==> src/sv/time_tagged_command_scheduler_unit_assert.svh <==
// Assertion macros for the time-tagged command scheduler.
// Used by files that take this header by include; needs clk and arst_n in scope.
`ifndef TIME_TAGGED_COMMAND_SCHEDULER_UNIT_ASSERT_SVH
`define TIME_TAGGED_COMMAND_SCHEDULER_UNIT_ASSERT_SVH
`ifndef SYNTHESIS
`define TTS_ASSERT(lbl, cond, msg) \
lbl: assert property (@(posedge clk) disable iff (!arst_n) (cond)) else $error(msg);
`define TTS_ASSERT_NEXT(lbl, pre, post, msg) \
lbl: assert property (@(posedge clk) disable iff (!arst_n) (pre) |=> (post)) else $error(msg);
`else
`define TTS_ASSERT(lbl, cond, msg)
`define TTS_ASSERT_NEXT(lbl, pre, post, msg)
`endif
`endif

==> src/sv/tts_pkg.sv <==
// Shared types and constants of the time-tagged command scheduler.
// No dependencies; used by the slot memory and the top level.
package tts_pkg;
	localparam int TableDepth = 32;
	localparam int IdxW       = (TableDepth > 1) ? $clog2(TableDepth) : 1;
	localparam int MaxResults = 32;
	localparam int CntW       = $clog2(MaxResults + 1);
	localparam int OccW       = 6;
	localparam int InDataW    = 80;
	localparam int OutDataW   = 88;

	typedef enum logic [1:0] {
		KIND_INSERT = 2'd0,
		KIND_DELETE = 2'd1,
		KIND_CLEAR  = 2'd2,
		KIND_TICK   = 2'd3
	} kind_t;

	typedef enum logic [1:0] {
		STATUS_OK        = 2'd0,
		STATUS_FULL      = 2'd1,
		STATUS_NOT_FOUND = 2'd2
	} status_t;

	typedef struct packed {
		logic [31:0] time_value;
		logic [15:0] entry_id;
		logic [31:0] packet_tag;
	} slot_t;

	typedef struct packed {
		status_t     status;
		logic [15:0] assigned_id;
		logic        dispatch_valid;
		logic [31:0] dispatched_tag;
		logic [31:0] dispatched_time;
	} result_t;
endpackage

==> src/sv/tts_slot_ram.sv <==
// Slot memory of the scheduler table: time, request id and packet tag per slot.
// One write port, one read port with registered read data; depends on tts_pkg.
module tts_slot_ram (
	input  logic                     clk,
	input  logic                     we,
	input  logic [tts_pkg::IdxW-1:0] waddr,
	input  tts_pkg::slot_t           wdata,
	input  logic [tts_pkg::IdxW-1:0] raddr,
	output tts_pkg::slot_t           rdata
);
	import tts_pkg::*;

	slot_t mem_q [TableDepth];

	always_ff @(posedge clk) begin
		if (we) begin
			mem_q[waddr] <= wdata;
		end
		rdata <= mem_q[raddr];
	end
endmodule

==> src/sv/time_tagged_command_scheduler_unit.sv <==
// Top level of the time-tagged command scheduler: request sequencer, valid bits, output register.
// Depends on tts_pkg, tts_slot_ram and the assertion macro header.
//
// Each request is handled alone while s_axis_tready is low. An insert walks the valid bits
// one slot per cycle until it finds a free slot or reaches the last one; a delete reads the slot
// memory one slot per cycle until the request id matches or the last slot has been read; a clear
// or a disabled tick needs no scan. A tick runs one full scan through the single memory read
// port and the one time comparator for every entry it dispatches, plus one final scan that
// finds nothing due, unless it stops after MaxResults dispatches. Each request ends by handing
// its last result to the output register, which holds it until taken; a stalled output makes
// the request wait in ST_EMIT, and a tick also waits in ST_TICK_DONE.
`include "time_tagged_command_scheduler_unit_assert.svh"
module time_tagged_command_scheduler_unit (
	input  logic                         clk,
	input  logic                         arst_n,
	input  logic                         cfg_we,
	input  logic                         cfg_wdata,      // scheduler_enable
	input  logic                         s_axis_tvalid,
	output logic                         s_axis_tready,
	input  logic [tts_pkg::InDataW-1:0]  s_axis_tdata,   // time_value, entry_id, packet_tag
	input  logic [1:0]                   s_axis_tuser,   // kind
	output logic                         m_axis_tvalid,
	input  logic                         m_axis_tready,
	output logic [tts_pkg::OutDataW-1:0] m_axis_tdata,   // status, assigned_id, dispatched_tag,
	                                                     // dispatched_time, occupied_count
	output logic                         m_axis_tuser,   // dispatch_valid
	output logic                         m_axis_tlast    // last_result
);
	import tts_pkg::*;

	typedef enum logic [2:0] {
		ST_IDLE,
		ST_INS_SCAN,
		ST_DEL_SCAN,
		ST_TICK_SCAN,
		ST_TICK_DONE,
		ST_EMIT
	} state_t;

	localparam logic [IdxW-1:0] LastIdx = IdxW'(TableDepth - 1);

	state_t                state_q;
	logic                  enable_q;
	logic [TableDepth-1:0] valid_q;
	logic [OccW-1:0]       occ_q;
	logic [15:0]           next_id_q;
	kind_t                 kind_q;
	logic [31:0]           tval_q;
	logic [15:0]           rid_q;
	logic [31:0]           tag_q;
	logic [IdxW-1:0]       idx_q;
	logic                  issue_q;
	logic                  live_s1;
	logic [IdxW-1:0]       idx_s1;
	logic                  found_q;
	logic [IdxW-1:0]       best_idx_q;
	logic [31:0]           best_time_q;
	logic [31:0]           best_tag_q;
	logic [CntW-1:0]       cnt_q;
	result_t               pend_q;
	logic                  pend_valid_q;
	result_t               out_q;
	logic [OccW-1:0]       out_occ_q;
	logic                  out_last_q;
	logic                  out_valid_q;

	slot_t           rd_slot;
	slot_t           wr_slot;
	logic            ram_we;
	logic            out_free;
	logic            out_load;
	logic            last_issue;
	logic            s1_last;
	logic            cmp_le;
	logic            cmp_eq;
	logic            take;
	logic            id_hit;
	logic [15:0]     next_id_inc;
	logic [15:0]     next_id_nx;
	logic [CntW-1:0] cnt_nx;
	result_t         empty_res;

	tts_slot_ram u_slot_ram (
		.clk   (clk),
		.we    (ram_we),
		.waddr (idx_q),
		.wdata (wr_slot),
		.raddr (idx_q),
		.rdata (rd_slot)
	);

	assign wr_slot     = '{time_value: tval_q, entry_id: next_id_q, packet_tag: tag_q};
	assign ram_we      = (state_q == ST_INS_SCAN) && !valid_q[idx_q];
	assign out_free    = !out_valid_q || m_axis_tready;
	assign out_load    = out_free && ((state_q == ST_EMIT) ||
		(state_q == ST_TICK_DONE && found_q && pend_valid_q));
	assign last_issue  = (idx_q == LastIdx);
	assign s1_last     = live_s1 && (idx_s1 == LastIdx);
	assign cmp_le      = (rd_slot.time_value <= best_time_q);
	assign cmp_eq      = (rd_slot.time_value == best_time_q);
	assign take        = live_s1 && valid_q[idx_s1] && (found_q ? (cmp_le && !cmp_eq) : cmp_le);
	assign id_hit      = live_s1 && valid_q[idx_s1] && (rd_slot.entry_id == rid_q);
	assign next_id_inc = next_id_q + 16'd1;
	assign next_id_nx  = (next_id_inc == 16'd0) ? 16'd1 : next_id_inc;
	assign cnt_nx      = cnt_q + CntW'(1);
	assign empty_res   = '{status: STATUS_OK, assigned_id: 16'd0, dispatch_valid: 1'b0,
		dispatched_tag: 32'd0, dispatched_time: 32'd0};

	assign s_axis_tready = (state_q == ST_IDLE);
	assign m_axis_tvalid = out_valid_q;
	assign m_axis_tdata  = {out_occ_q, out_q.dispatched_time, out_q.dispatched_tag,
		out_q.assigned_id, out_q.status};
	assign m_axis_tuser  = out_q.dispatch_valid;
	assign m_axis_tlast  = out_last_q;

	always_ff @(posedge clk or negedge arst_n) begin
		if (!arst_n) begin
			state_q      <= ST_IDLE;
			enable_q     <= 1'b0;
			valid_q      <= '0;
			occ_q        <= '0;
			next_id_q    <= 16'd1;
			kind_q       <= KIND_INSERT;
			tval_q       <= '0;
			rid_q        <= '0;
			tag_q        <= '0;
			idx_q        <= '0;
			issue_q      <= 1'b0;
			live_s1      <= 1'b0;
			idx_s1       <= '0;
			found_q      <= 1'b0;
			best_idx_q   <= '0;
			best_time_q  <= '0;
			best_tag_q   <= '0;
			cnt_q        <= '0;
			pend_q       <= '0;
			pend_valid_q <= 1'b0;
			out_q        <= '0;
			out_occ_q    <= '0;
			out_last_q   <= 1'b0;
			out_valid_q  <= 1'b0;
		end else begin
			if (cfg_we) begin
				enable_q <= cfg_wdata;
			end
			if (out_load) begin
				out_valid_q <= 1'b1;
			end else if (m_axis_tready) begin
				out_valid_q <= 1'b0;
			end
			if (state_q == ST_DEL_SCAN || state_q == ST_TICK_SCAN) begin
				if (issue_q) begin
					live_s1 <= 1'b1;
					idx_s1  <= idx_q;
					if (last_issue) begin
						issue_q <= 1'b0;
					end else begin
						idx_q <= idx_q + IdxW'(1);
					end
				end else begin
					live_s1 <= 1'b0;
				end
			end
			unique case (state_q)
				ST_IDLE: begin
					if (s_axis_tvalid) begin
						kind_q       <= kind_t'(s_axis_tuser);
						tval_q       <= s_axis_tdata[31:0];
						rid_q        <= s_axis_tdata[47:32];
						tag_q        <= s_axis_tdata[79:48];
						idx_q        <= '0;
						issue_q      <= 1'b1;
						live_s1      <= 1'b0;
						found_q      <= 1'b0;
						best_time_q  <= s_axis_tdata[31:0];
						cnt_q        <= '0;
						pend_valid_q <= 1'b0;
						unique case (kind_t'(s_axis_tuser))
							KIND_INSERT: state_q <= ST_INS_SCAN;
							KIND_DELETE: state_q <= ST_DEL_SCAN;
							KIND_CLEAR: begin
								valid_q <= '0;
								occ_q   <= '0;
								pend_q  <= empty_res;
								state_q <= ST_EMIT;
							end
							KIND_TICK: begin
								if (enable_q) begin
									state_q <= ST_TICK_SCAN;
								end else begin
									pend_q  <= empty_res;
									state_q <= ST_EMIT;
								end
							end
							default: state_q <= ST_IDLE;
						endcase
					end
				end
				ST_INS_SCAN: begin
					if (!valid_q[idx_q]) begin
						valid_q[idx_q] <= 1'b1;
						occ_q          <= occ_q + OccW'(1);
						next_id_q      <= next_id_nx;
						pend_q         <= '{status: STATUS_OK, assigned_id: next_id_q,
							dispatch_valid: 1'b0, dispatched_tag: 32'd0, dispatched_time: 32'd0};
						state_q        <= ST_EMIT;
					end else if (last_issue) begin
						pend_q  <= '{status: STATUS_FULL, assigned_id: 16'd0,
							dispatch_valid: 1'b0, dispatched_tag: 32'd0, dispatched_time: 32'd0};
						state_q <= ST_EMIT;
					end else begin
						idx_q <= idx_q + IdxW'(1);
					end
				end
				ST_DEL_SCAN: begin
					if (id_hit) begin
						valid_q[idx_s1] <= 1'b0;
						occ_q           <= occ_q - OccW'(1);
						pend_q          <= empty_res;
						state_q         <= ST_EMIT;
					end else if (s1_last) begin
						pend_q  <= '{status: STATUS_NOT_FOUND, assigned_id: 16'd0,
							dispatch_valid: 1'b0, dispatched_tag: 32'd0, dispatched_time: 32'd0};
						state_q <= ST_EMIT;
					end
				end
				ST_TICK_SCAN: begin
					if (take) begin
						found_q     <= 1'b1;
						best_idx_q  <= idx_s1;
						best_time_q <= rd_slot.time_value;
						best_tag_q  <= rd_slot.packet_tag;
					end
					if (s1_last) begin
						state_q <= ST_TICK_DONE;
					end
				end
				ST_TICK_DONE: begin
					if (!found_q) begin
						if (!pend_valid_q) begin
							pend_q <= empty_res;
						end
						state_q <= ST_EMIT;
					end else if (!pend_valid_q || out_free) begin
						if (pend_valid_q) begin
							out_q      <= pend_q;
							out_occ_q  <= occ_q;
							out_last_q <= 1'b0;
						end
						pend_q <= '{status: STATUS_OK, assigned_id: 16'd0, dispatch_valid: 1'b1,
							dispatched_tag: best_tag_q, dispatched_time: best_time_q};
						pend_valid_q        <= 1'b1;
						valid_q[best_idx_q] <= 1'b0;
						occ_q               <= occ_q - OccW'(1);
						cnt_q               <= cnt_nx;
						if (cnt_nx == CntW'(MaxResults)) begin
							state_q <= ST_EMIT;
						end else begin
							idx_q       <= '0;
							issue_q     <= 1'b1;
							live_s1     <= 1'b0;
							found_q     <= 1'b0;
							best_time_q <= tval_q;
							state_q     <= ST_TICK_SCAN;
						end
					end
				end
				ST_EMIT: begin
					if (out_free) begin
						out_q        <= pend_q;
						out_occ_q    <= occ_q;
						out_last_q   <= 1'b1;
						pend_valid_q <= 1'b0;
						state_q      <= ST_IDLE;
					end
				end
				default: state_q <= ST_IDLE;
			endcase
		end
	end

	`TTS_ASSERT(a_occ_matches_valid, occ_q == OccW'($countones(valid_q)), "occupied count drift")
	`TTS_ASSERT(a_next_id_nonzero, next_id_q != 16'd0, "next request id is zero")
	`TTS_ASSERT(a_cnt_bounded, cnt_q <= CntW'(MaxResults), "dispatch count over limit")
	`TTS_ASSERT_NEXT(a_busy_after_accept, s_axis_tvalid && s_axis_tready, !s_axis_tready,
		"request accepted while busy")
	`TTS_ASSERT_NEXT(a_insert_kind_scan, state_q == ST_INS_SCAN, kind_q == KIND_INSERT,
		"insert scan without insert request")
endmodule
==> config.mk <==
export PLATFORM = sky130hd
export DESIGN_NAME = time_tagged_command_scheduler_unit
export DESIGN_NICKNAME = d
export VERILOG_FILES = /design/src/sv/tts_pkg.sv /design/src/sv/tts_slot_ram.sv /design/src/sv/time_tagged_command_scheduler_unit.sv
export VERILOG_INCLUDE_DIRS = /design/src /design/src/sv
export SDC_FILE = /design/constraint.sdc
export NUM_CORES = 2
export LEC_CHECK = 0
export ABC_AREA = 0
export BUFFER_PORTS_ARGS = -buffer_cell sky130_fd_sc_hd__buf_2
export CORE_ASPECT_RATIO = 0.7
export CORE_UTILIZATION = 35
export DETAILED_ROUTE_END_ITERATION = 6
export GPL_ROUTABILITY_DRIVEN = 0
export MAX_ROUTING_LAYER = met4
export PLACE_DENSITY = 0.58
export SYNTH_ARGS = -nofsm -noshare
export SYNTH_HDL_FRONTEND = slang
export SYNTH_SLANG_ARGS = --single-unit
==> constraint.sdc <==
create_clock -name clk -period 7.76 [get_ports clk]
set_input_delay 1.164 -clock clk [delete_from_list [all_inputs] [get_ports clk]]
set_output_delay 1.164 -clock clk [all_outputs]
set_load 0.01 [all_outputs]
Word level (Yosys, flattened, before mapping)
Memory sizes are Yosys's and may differ from the RTL's. A register that Yosys moved wholly into a read port is not among the register bits.
Index checks and enable logic that the tools add are counted.
Widths: inputs -> output; s select.
Word-level totals
  input port bits: 88
  flip-flop bits (word level): 401
  word-level logic and storage cells: 235
  memories: 1
  output and inout bits: 92
  RAM bits: 2560
Memories
  u_slot_ram.mem_q: depth 32, bits a word 80, read ports 1, clocked after Yosys merged registers in 1, write ports 1, line tts_slot_ram.sv:13  | slot_t mem_q [TableDepth];
Operators by class
  bitwise logic cells: 6
  muxes and demuxes: 114
  reductions and logical operators: 41
  eq/ne operators: 30
  add/sub/neg operators: 5
  $lt $le $gt $ge: 7
Operators with widths (count)
  $mux 83: 13
  $mux 32: 11
  $pmux 83 s2: 2
  $pmux 83 s4: 1
  $pmux 32 s4: 1
  $pmux 32 s3: 1
  $mux 6: 13
  $and 32x32->32: 2
  $not 32->32: 2
  $mux 5: 9
  $mux 1: 35
  $mux 3: 11
  $eq 32x32->1: 1
  $le 32x32->1: 1
  $or 32x32->32: 1
  $pmux 6 s2: 2
  $pmux 6 s4: 1
  $lt 5x6->1 const B: 3
  $ne 2x2->1 const B: 9
  $pmux 3 s6: 1
  $add 16x1->16 const B: 1
  $eq 16x16->1: 1
  $logic_not 16->1: 1
  $mux 16: 1
  other kinds (37): 79

Longest topological paths before layout
  depth after elaboration: 9
  depth in mapped cells: 13
  mapped depth without buffers: 10

By module
From an unflattened synthesis, not the netlist that was laid out.
Unflattened totals
  cell total of the unflattened synthesis: 6420
  area, all modules: 118482.4 um^2
Modules (own cells, without submodules)
  tts_slot_ram: times used 1, cells an instance 4682, area an instance 98888.6 um^2
  time_tagged_command_scheduler_unit: times used 1, cells an instance 1738, area an instance 19593.8 um^2

Worst setup path after synthesis
Ideal clock, no wire load.
  path type: flip-flop to flip-flop
  start point: reg idx_q[1]
  end point: mem u_slot_ram.mem_q[0][0] in the netlist's numbering (enable)
  arrival time: 5365 ps
  path buffers: 2
  stages on the path, launching flop included: 9
  data required time: 7241 ps
  setup slack: 1876 ps
  period minus slack after synthesis: 5884 ps
  cell sequence: dfrtp_1 -> clkbuf_1 -> mux4_2 -> nor2_1 -> a21oi_1 -> nor2_2 -> buf_2 -> nand2_1 -> nor2_1
Between the ends
  cells in the longest elaborated chain, start to end: 6
RTL lines
  start, declared: line time_tagged_command_scheduler_unit.sv:51  | logic [IdxW-1:0] idx_q;
  start signal, assigned: line time_tagged_command_scheduler_unit.sv:158  | idx_q <= idx_q + IdxW'(1);
  start signal, assigned: line time_tagged_command_scheduler_unit.sv:212  | idx_q <= idx_q + IdxW'(1);
  $bmux 1 s5: line time_tagged_command_scheduler_unit.sv:93  | assign ram_we = (state_q == ST_INS_SCAN) && !valid_q[idx_q];
  $mux 1 (not written as such): line time_tagged_command_scheduler_unit.sv:93
  $logic_not 1->1
  $logic_and 1x1->1: line time_tagged_command_scheduler_unit.sv:93
  $mux 1: line tts_slot_ram.sv:16  | if (we) begin
  $mux 1 (not written as such): line tts_slot_ram.sv:17  | mem_q[waddr] <= wdata;
  end, declared: line tts_slot_ram.sv:13
Several ways; a longest one is shown, not always the timed one. The select of a mux whose other input is x is not followed.

Worst setup path in the final report
  start point: reg idx_q[4]
  end point: mem u_slot_ram.mem_q[29][12] in the netlist's numbering (enable)
Same word-level chain as after synthesis.

==> flow_summary.toml <==
[placed_design]
dp_hpwl_um = 175000
dpl_worst_slack_ns = 2.20
placed_cell_area_um2 = 123000
port_buffers = 179

[power_and_ir_drop]
power.density_nw_per_um2 = 348
leakagePower_nw = 42.4
ir_drop_mv = 0.211
p_total_mw = 46.1

[logic_synthesis]
yosys_most_used_dff = "edfxtp_1"
synth_cells = 5570
synth_common_cells = "2560 x edfxtp_1, 641 x mux4_2, 400 x dfrtp_1"
synth_nets = 5703
ys_warn_count = 0
ys_ff_latch = 3041
synthesis.area_um2 = 116000
synth_area_leaders = "edfxtp_1 66%, mux4_2 12%, dfrtp_1 8.6%"
synth-edff-count = 2560
synth_cell_type_count = 72
syn_avg_cell_area_um2 = 20.8
synth.largest_area_cell = "edfxtp_1"
ys_async_sr_fraction_pct = 13.2
seq_area_frac_synth_pct = 76.4
synth.most_common_cell = "edfxtp_1"
synth_top_area_share_pct = 66.3

[clock_network]
cts_tree = "yes"
cts_resized = 0
cts_buffers = 296
htreeDepth = 5
clkTransAtPathRegs_ns = 0.06
clock_path_buffers = 4
clk_latency_ns = 0.88
hold_buffers = 0
cts_root_buf = "clkbuf_16"
cts_setup_buffers = 0
cts_sinks = 3041

[cells_and_area]
layout-drive-gt1-share_pct = 27.5
design_area_um2 = 132000
syn2layout_area_growth_pct = 14.2
nFillCells = 28933
layout.nets = 6003

[timing]
slew_violations = 0
relSlewSlack_pct = 5.38
setup_ws_ns = 2.10
rsz0062_at_grt = "false"
finalSetupViolCount = 0
fin_skew_ns = 0.0579
hold_violations = 0
fmax_ghz = 0.177
fin_crit_sh_pct = 72.9
worst_slew_pin_slew_ns = 1.42
fin_tns_setup_ns = 0
period_minus_slack_ns = 5.66

[routing]
drtIter0Drc = 7765
drc = 0
dr.pass1.iters = 5
wirelength_um = 313000
vias = 58979
post_drt_wl_per_cell_um = 29.9
ant_nets = 0
viasPerCell = 5.63

[critical_path]
path_max_fanout = 81
end_kind = "flip-flop"
cp.arrival_ns = 6.19
cp-start-kind = "flip-flop"
worst-setup-path-type = "reg2reg"
critPathRequiredTime_ns = 8.29

[floorplan]
num_io_pins = 180
dieArea_um2 = 333000
rows = 176
coreArea_um2 = 329000
initial_core_util_pct = 35.2
dieHeight_um = 483
die_w_um = 690

[global_route]
gr-total-overflow = 0
grt_pass1_wl_um = 442000
grt_pass1_vias = 58169
grt_start_max_net_pins = 134
antenna_found_initial = 21
grt.total_usage_pct = 19.0

[status]
status = "complete, no violations"

[worst_hold_path]
hp-class = "in2async"

[job]
maxCapViolations = 0
==> critical path, stage by stage, from the launching register on <==
cell	delay [ns]
dfrtp_1	0.65
nor3b_2	0.45
buf_12	0.62
a22oi_1	0.19
nand4_1	0.24
a21oi_1	0.23
nor2_4	0.12
buf_4	0.50
nand2_1	0.62
nor2_4	1.19
buf_4	0.47
==> stage by stage <==
step                hold slack, ns  cells  utilization, %
finish                       0.315  10481            40.2
global route                 0.355  10481            40.2
CTS                          0.320  10471            40.2
detailed placement           0.448   9933            37.3
global placement             0.445   9933            37.3
floorplan                    0.417   5570               -
==> cells by family (layout without fill, tap and decap cells) <==
group	after synthesis	after routing	synth area share [%]
compound gates	696	696	4.43
xor+xnor	36	36	0.272
fa+ha+maj	45	45	0.492
buf+inv	372	912	1.40
flops	3041	3041	76.4
mux	917	917	15.1
other cells	0	10	0
simple gates	463	463	1.96
==> placed cells by master, fill, tap and decap left out, drive strengths merged, types with 11 or more instances in the layout <==
cell type,count
dfxtp,80
inv,60
nand2,145
o21ai,79
clkbuf,408
mux4,641
a22o,83
dfrtp,400
nand4,99
a21oi,56
xor2,20
nand3,24
mux2i,57
nor3,11
o221ai,65
a31oi,23
buf,325
nor2,104
bufinv,20
mux2,219
ha,44
clkinv,89
xnor2,16
nand2b,14
a22oi,327
edfxtp,2560
==> layer usage <==
metal	vias to the layer above	GRT usage (%)	wire (um)
met5	-	-	0
li1	23853	-	-
met2	2801	26.8	138000
met1	31897	28.1	139000
met3	428	4.34	30100
met4	0	3.79	6170
==> worst paths after layout <==
kind	from	depth (start not counted)	slack, ns	end
max	idx_q[4]$_DFF_PN0_	10	2.10	u_slot_ram.mem_q[29][12]$_DFFE_PP_
max in group asynchronous	arst_n	3	5.83	tag_q[23]$_DFFE_PN0P_
max reg2reg	idx_q[4]$_DFF_PN0_	10	2.10	u_slot_ram.mem_q[29][12]$_DFFE_PP_
min reg2reg	u_slot_ram.rdata[6]$_DFF_P_	1	0.46	best_tag_q[6]$_DFFE_PN0P_
min	arst_n	1	0.32	m_axis_tdata[32]$_DFFE_PN0P_
min in group clk	u_slot_ram.rdata[6]$_DFF_P_	1	0.46	best_tag_q[6]$_DFFE_PN0P_
==> power by group <==
| group | internal (mW) | switching (mW) |
|---|---|---|
| sequential | 20.8 | 2.59 |
| clock | 8.22 | 6.12 |
| combinational | 3.44 | 4.88 |
==> cell type report <==
cell class	count	area [um^2]	area share (%)
Antenna cell	10	25.0	0.0189
Tap cell	4361	5460	4.12
Timing Repair Buffer	325	2460	1.86
Clock buffer	408	8340	6.30
Clock inverter	130	1230	0.933
Sequential cell	3041	88500	66.9
Multi-Input combinational cell	2157	26100	19.7
Inverter	49	184	0.139
==> registers in the layout (all words and copies together), names as in the netlist, 3 cells and up <==
name,count
tval_q,32
valid_q,32
m_axis_tdata,82
state_q,3
next_id_q,16
best_idx_q,5
idx_s1,5
u_slot_ram.mem_q,2560
rid_q,16
out_occ_q,6
u_slot_ram.rdata,80
tag_q,32
pend_q,83
best_tag_q,32
best_time_q,32
occ_q,6
idx_q,5
cnt_q,6
No activity file was read; power rests on OpenSTA's default activity.
